## src/hdl/arpts_pkg.sv

```systemverilog
package arpts_pkg;

  localparam logic [47:0] BCAST_MAC = 48'hFFFF_FFFF_FFFF;
  localparam logic [31:0] CNT_MAX   = 32'hFFFF_FFFF;
  localparam logic [47:0] BYTES_MAX = 48'hFFFF_FFFF_FFFF;

  typedef enum logic [1:0] {
    ARP_NONE  = 2'd0,
    ARP_REQ   = 2'd1,
    ARP_RSP   = 2'd2,
    ARP_OTHER = 2'd3
  } arp_kind_e;

  typedef enum logic [1:0] {
    CFG_OWN_MAC           = 2'd0,
    CFG_OWN_MAC_VALID     = 2'd1,
    CFG_GATEWAY_MAC       = 2'd2,
    CFG_GATEWAY_MAC_VALID = 2'd3
  } cfg_idx_e;

  typedef enum logic [2:0] {
    ST_IDLE,
    ST_SCAN,
    ST_DRAIN,
    ST_UPD_SRC,
    ST_UPD_DST
  } back_state_e;

  typedef struct packed {
    logic [47:0] source_mac;
    logic [47:0] dest_mac;
    arp_kind_e   arp_kind;
    logic [31:0] sender_ip;
    logic [31:0] target_ip;
    logic [15:0] frame_len;
  } in_word_t;

  typedef struct packed {
    logic [31:0] frame_total;
    logic [31:0] arp_total;
    logic [6:0]  distinct_macs;
    logic [31:0] broadcast_total;
    logic [31:0] broadcast_arp_total;
    logic [31:0] gratuitous_total;
    logic [31:0] matched_pairs;
    logic [47:0] gateway_bytes;
    logic        mac_overflow;
    logic        pending_overflow;
  } out_word_t;

  typedef struct packed {
    logic [47:0] src;
    logic [47:0] dst;
    logic [63:0] key;
    logic [15:0] len;
    logic        src_bcast;
    logic        dst_bcast;
    logic        is_arp;
    logic        is_request;
    logic        is_gratuitous;
    logic        is_reply;
    logic        add_bytes;
    logic        dst_is_src;
  } cmd_t;

  function automatic logic [31:0] sat_inc(logic [31:0] v);
    return (v == CNT_MAX) ? v : v + 32'd1;
  endfunction

endpackage

```

## src/hdl/arpts_front.sv

```systemverilog
module arpts_front (
  input  logic               clk_i,
  input  logic               rst_ni,
  input  logic               start_i,
  output logic               busy_o,
  input  arpts_pkg::in_word_t in_i,
  input  logic               cfg_we_i,
  input  logic [1:0]         cfg_idx_i,
  input  logic [47:0]        cfg_data_i,
  input  logic               pop_i,
  output logic               avail_o,
  output arpts_pkg::cmd_t    cmd_o
);
  import arpts_pkg::*;

  logic [47:0] own_mac_q;
  logic        own_valid_q;
  logic [47:0] gw_mac_q;
  logic        gw_valid_q;

  cmd_t        cmd_d;
  cmd_t        fifo_q [2];
  logic        wr_ptr_q;
  logic        rd_ptr_q;
  logic [1:0]  count_q;
  logic [1:0]  count_d;
  logic        push;
  logic        pop;

  always_ff @(posedge clk_i or negedge rst_ni) begin
    if (!rst_ni) begin
      own_mac_q   <= '0;
      own_valid_q <= 1'b0;
      gw_mac_q    <= '0;
      gw_valid_q  <= 1'b0;
    end else if (cfg_we_i) begin
      unique case (cfg_idx_e'(cfg_idx_i))
        CFG_OWN_MAC:           own_mac_q   <= cfg_data_i;
        CFG_OWN_MAC_VALID:     own_valid_q <= cfg_data_i[0];
        CFG_GATEWAY_MAC:       gw_mac_q    <= cfg_data_i;
        CFG_GATEWAY_MAC_VALID: gw_valid_q  <= cfg_data_i[0];
      endcase
    end
  end

  // The request key holds the target in the upper half; a reply looks for the swapped pair.
  always_comb begin
    cmd_d.src           = in_i.source_mac;
    cmd_d.dst           = in_i.dest_mac;
    cmd_d.len           = in_i.frame_len;
    cmd_d.src_bcast     = (in_i.source_mac == BCAST_MAC);
    cmd_d.dst_bcast     = (in_i.dest_mac == BCAST_MAC);
    cmd_d.is_arp        = (in_i.arp_kind != ARP_NONE);
    cmd_d.is_gratuitous = (in_i.arp_kind == ARP_REQ) &&
                          (in_i.sender_ip == in_i.target_ip);
    cmd_d.is_request    = (in_i.arp_kind == ARP_REQ) &&
                          (in_i.sender_ip != in_i.target_ip);
    cmd_d.is_reply      = (in_i.arp_kind == ARP_RSP);
    cmd_d.key           = cmd_d.is_reply ? {in_i.sender_ip, in_i.target_ip}
                                         : {in_i.target_ip, in_i.sender_ip};
    cmd_d.add_bytes     = own_valid_q && gw_valid_q &&
                          ((in_i.source_mac == own_mac_q) || (in_i.dest_mac == own_mac_q)) &&
                          ((in_i.source_mac == gw_mac_q) || (in_i.dest_mac == gw_mac_q));
    cmd_d.dst_is_src    = (in_i.dest_mac == in_i.source_mac);
  end

  assign busy_o  = (count_q == 2'd2);
  assign avail_o = (count_q != 2'd0);
  assign push    = start_i && !busy_o;
  assign pop     = pop_i && avail_o;
  assign cmd_o   = fifo_q[rd_ptr_q];

  always_comb begin
    count_d = count_q;
    if (push && !pop) begin
      count_d = count_q + 2'd1;
    end else if (pop && !push) begin
      count_d = count_q - 2'd1;
    end
  end

  always_ff @(posedge clk_i or negedge rst_ni) begin
    if (!rst_ni) begin
      wr_ptr_q <= 1'b0;
      rd_ptr_q <= 1'b0;
      count_q  <= '0;
    end else begin
      count_q <= count_d;
      if (push) begin
        wr_ptr_q <= !wr_ptr_q;
      end
      if (pop) begin
        rd_ptr_q <= !rd_ptr_q;
      end
    end
  end

  always_ff @(posedge clk_i) begin
    if (push) begin
      fifo_q[wr_ptr_q] <= cmd_d;
    end
  end

endmodule

```

## config.mk

```make
export PLATFORM = sky130hd
export DESIGN_NAME = arpts_front
export DESIGN_NICKNAME = d
export VERILOG_FILES = /design/src/hdl/arpts_pkg.sv /design/src/hdl/arpts_front.sv
export SDC_FILE = /design/constraint.sdc
export NUM_CORES = 1
export LEC_CHECK = 0
export BUFFER_PORTS_ARGS = -buffer_cell sky130_fd_sc_hd__buf_2
export CAP_MARGIN = 20
export CORE_MARGIN = 2
export CORE_UTILIZATION = 50
export CTS_BUF_LIST = sky130_fd_sc_hd__clkbuf_4 sky130_fd_sc_hd__clkbuf_8 sky130_fd_sc_hd__clkbuf_16
export DETAILED_ROUTE_END_ITERATION = 10
export GPL_ROUTABILITY_DRIVEN = 0
export PLACE_DENSITY = 0.76
export SLEW_MARGIN = 40
export SYNTH_ARGS = -nofsm -noshare
export SYNTH_HDL_FRONTEND = slang
export SYNTH_SLANG_ARGS = --single-unit
```

## constraint.sdc

```tcl
create_clock -name clk_i -period 8.36 [get_ports clk_i]
set_input_delay 0.836 -clock clk_i [delete_from_list [all_inputs] [get_ports clk_i]]
set_output_delay 0.836 -clock clk_i [all_outputs]
set_load 0.02 [all_outputs]
```

# Word level (Yosys, flattened, before mapping)
# Memories as Yosys holds them, arrays and structs flattened.
# Cells that the tools add are included.
[totals]
mem_count = 1
in_bits = 233
regBits = 102
word_cells = 54
output_inout_bits = 186
mem_bits_rw = 368
[op_classes]
n_reduce_logical = 24
n_addsub = 2
n_mux = 5
eq_ne = 15
[mem_list]
columns = ["memory", "words", "width", "read_ports", "rd_clocked_by_memory_dff", "write_ports", "line_no", "text"]
rows = [
  ["fifo_q", 2, 184, 1, 0, 1, "arpts_front.sv:22", "cmd_t fifo_q [2];"],
]
[op_table]
columns = ["cell", "count"]
rows = [
  ["48-bit equality test", 5],
  ["48-bit equality test (second input constant)", 2],
  ["64-bit two-way mux", 1],
  ["32-bit equality test", 1],
  ["32-bit inequality test", 1],
  ["1-bit logical AND", 9],
  ["2-bit equality test (second input constant)", 4],
  ["2-bit AND reduction", 4],
  ["2-bit nonzero test", 3],
  ["1-bit logical NOT", 5],
  ["2-bit by 1-bit equality test with 1-bit output (second input constant)", 2],
  ["2-bit two-way mux", 2],
  ["2-bit by 1-bit adder with 2-bit output (second input constant)", 1],
  ["2-bit logical NOT", 1],
  ["1-bit logical OR", 2],
  ["1-bit two-way mux", 2],
  ["2-bit by 1-bit subtractor with 2-bit output (second input constant)", 1],
]

# Depth between registers and ports, before layout
[depth]
depth_word = 7
mapped_depth = 7
depth_no_buf = 7

# Worst setup path before layout
# No wires, ideal clock.
[synth_timing]
path_kind = "input -> register"
start = "input start_i"
end = "memory fifo_q[0][0] (netlist bit), enable pin"
stages = 2
path_slack_ns = -0.926
setup_time_ns = 0.731
n_path_buf = 0
arrival_ns = 8.556
required_time_ns = 7.629
path_cell_list = "nand2_1 > nor2_1"
[synth_between]
elab_chain_len = 3
[synth_rtl]
columns = ["item", "line_no", "text"]
rows = [
  ["start: declaration", "arpts_front.sv:4", "input logic start_i,"],
  ["1-bit logical AND", "arpts_front.sv:69", "assign push = start_i && !busy_o;"],
  ["1-bit two-way mux", "arpts_front.sv:99", "if (push) begin"],
  ["1-bit two-way mux (implied by the code)", "arpts_front.sv:100", "fifo_q[wr_ptr_q] <= cmd_d;"],
  ["end: declaration", "arpts_front.sv:22", ""],
]
# No other way between the ends.

==> impl_metrics.toml <==
[outcome]
status = "complete, no violations"

[sta]
rsz0062_at_grt = "no"
clock.fmax_mhz = 268
max_slew_margin = 0.485
final-setup-viol-count = 0
finalCritPeriodShare = 0.447
worstMarginPinSlew_ps = 772
hold_viol = 0
maxSlewViolCount = 0
skew_ps = 16.1
finalSetupTns_ps = 0
final.min_clock_period_ps = 3740

[clock_tree]
cts_tree = "built"
ctsHoldBuffers = 0
clockRootBuffer = "clkbuf_16"
cts_setup_buffers = 0
path_clk_slew_ps = 60
htreeDepth = 2
clock_latency_ps = 570
numCtsBuffers = 48
clockBufferDepth = 3
cts_resized = 0
clock_sinks = 470

[worst_setup_path]
critPathLaunchType = "register"
cp_max_fo = 74
critPathMaxStageDelay_ps = 810
critPathKind = "register to output port"
ff2ff_path_depth = 6
rrSetupSlack_ps = 5760
reg2reg_to = "fifo_q[0][179]$_DFFE_PP_"
path_cells = "buf_12 -> buf_6 -> mux2_2 -> buf_2"
cp-end-kind = "output port"
worstPathRequired_ps = 7520
r2r-start = "count_q[0]$_DFFE_PN0P_"
critPathSlowestCell = "dfrtp_4"
critPathArrivalTime_ps = 2900

[synthesis]
synth_cell_types = 26
seq_area_frac_synth = 0.647
ys_top_cells_by_count = "edfxtp_1 (368), mux2_2 (323), xnor2_1 (225)"
synth_edf_count = 368
yosys_register_bits = 470
synth_top_area_frac = 0.525
synth_area_mm2 = 0.0210
yosysTopAreaCell = "edfxtp_1"
synth.most_common_cell = "edfxtp_1"
synth_area_per_cell_um2 = 16.5
synth_nets = 1512
synth-async-reset-ratio = 0.217
synth_cells = 1278
synth.area.top_cells = "edfxtp_1 (53%), mux2_2 (17%), dfrtp_1 (12%)"
yosys_warnings = 0
ys.flop_type = "edfxtp_1"

[drt]
ant_nets = 0
first_pass_iters = 6
routedWlPerCell_um = 26.2
num_vias = 13100
drc_errors = 0
drtIter0Drc = 1286
viasPerCell = 5.67
wl_um = 60600

[power_and_ir_drop]
powerDensity_mw_per_mm2 = 320
p_leak_nw = 9.33
vdd_ir_drop_max_mv = 0.199
finalPower_mw = 8.13

[global_routing]
grt_pass1_vias = 13300
grt_pass1_wl_um = 86600
grt_overflow_total = 0
antenna_found_initial = 14
grt.total_usage = 0.273
grt_start_max_net_pins = 152

[run]
drv_cap = 0

[die]
core_area_mm2 = 0.0418
fp-row-count = 75
pin_count = 419
die_h_um = 209
die_area_mm2 = 0.0437
die_w_um = 209
start_util = 0.504

[final_layout]
area_growth_pct = 20.8
drive_gt1_frac = 0.475
fin_util = 0.609
nets = 1956
fillers = 3164

[place]
dpl.hpwl_um = 45200
io_buffers = 418

[min_path]
hold_class = "input port to asynchronous set/reset pin"
[where the power goes]
part / total, mW / switching, mW / internal [mW]
logic: 2.63 / 1.57 / 1.06
clock network: 2.12 / 0.864 / 1.25
registers: 3.39 / 0.264 / 3.12
total: 8.13 / 2.70 / 5.44
[cells by family (layout without fill, tap and decap cells)]
logic type | Yosys count | in the layout | synth area share
buf+inv | 40 | 520 | 0.0109
compound gates | 2 | 2 | 0.000595
other cells | 0 | 10 | 0
xor+xnor | 277 | 277 | 0.115
mux | 346 | 346 | 0.185
flops | 470 | 470 | 0.647
fa+ha+maj | 1 | 1 | 0.000595
simple gates | 142 | 142 | 0.0409
[registers in the layout, indices dropped and copies added (netlist names)]
register and cells:
own_valid_q 1, wr_ptr_q 1, rd_ptr_q 1, count_q 2, own_mac_q 48, fifo_q 368
gw_valid_q 1, gw_mac_q 48
[worst max-delay path: cells and delay by family (launching register included)]
| kind | cells | cell delay (ps) |
|---|---|---|
| buf+inv | 3 | 910 |
| flops | 1 | 810 |
| mux | 1 | 420 |
[layout make-up]
class	count	area [um^2]	area share
Sequential cell	470	13600	0.535
Clock inverter	26	219	0.00861
Multi-Input combinational cell	768	7230	0.285
Tap cell	539	674	0.0265
Clock buffer	60	1340	0.0527
Timing Repair Buffer	432	2320	0.0912
Inverter	2	7.51	0.000295
Antenna cell	10	25.0	0.000984
[metal layers]
| metal | share of wire | GRT usage |
|---|---|---|
| met1 | 0.39 | 0.353 |
| met4 | 0.039 | 0.108 |
| met2 | 0.48 | 0.438 |
| met3 | 0.091 | 0.0794 |
| met5 | 0.00040 | 0 |
[layout by cell type (no fill, tap or decap), types with 2 or more instances in the layout]
cell type	count
mux2_1	23
clkinv_2	7
nand3_1	5
buf_6	2
or2_2	2
bufinv_16	4
buf_4	5
nor2_1	3
clkinv_1	13
xor2_1	52
and3_1	2
edfxtp_1	368
nor3_1	5
clkbuf_16	49
nand4_1	83
clkbuf_4	6
clkinvlp_4	2
xnor2_1	225
buf_16	3
mux2_2	323
nand2_1	5
nand2b_1	2
buf_2	417
nor4_1	30
diode_2	10
dfrtp_1	101
inv_1	2
buf_8	2
clkbuf_8	5
buf_12	3
[metrics by stage]
| step | setup WS (ps) | std cells | hold slack [ps] | area [um^2] |
|---|---|---|---|---|
| final | 4620 | 2307 | 240 | 25400 |
| after CTS | 4380 | 2296 | 338 | 25400 |
| after floorplan | 2190 | 1278 | 456 | 21000 |
| after detailed placement | 4990 | 2210 | 492 | 23800 |
| after global placement | 5050 | 2205 | 477 | 23700 |
| after global routing | 4480 | 2307 | 261 | 25400 |
[how the worst max path moves through the flow]
stage / start / depth (start not counted) / slack, ps / endpoint
after floorplan: start_i / 2 / 2190 / fifo_q[0][0]$_DFFE_PP_
after CTS: rd_ptr_q$_DFFE_PN0P_ / 4 / 4380 / cmd_o[179]
after detailed placement: rd_ptr_q$_DFFE_PN0P_ / 4 / 4990 / cmd_o[179]
after global placement: rd_ptr_q$_DFFE_PN0P_ / 3 / 5050 / cmd_o[132]
after global routing: rd_ptr_q$_DFFE_PN0P_ / 4 / 4480 / cmd_o[179]
final: rd_ptr_q$_DFFE_PN0P_ / 4 / 4620 / cmd_o[149]
Power figures use the tool's default switching activity.
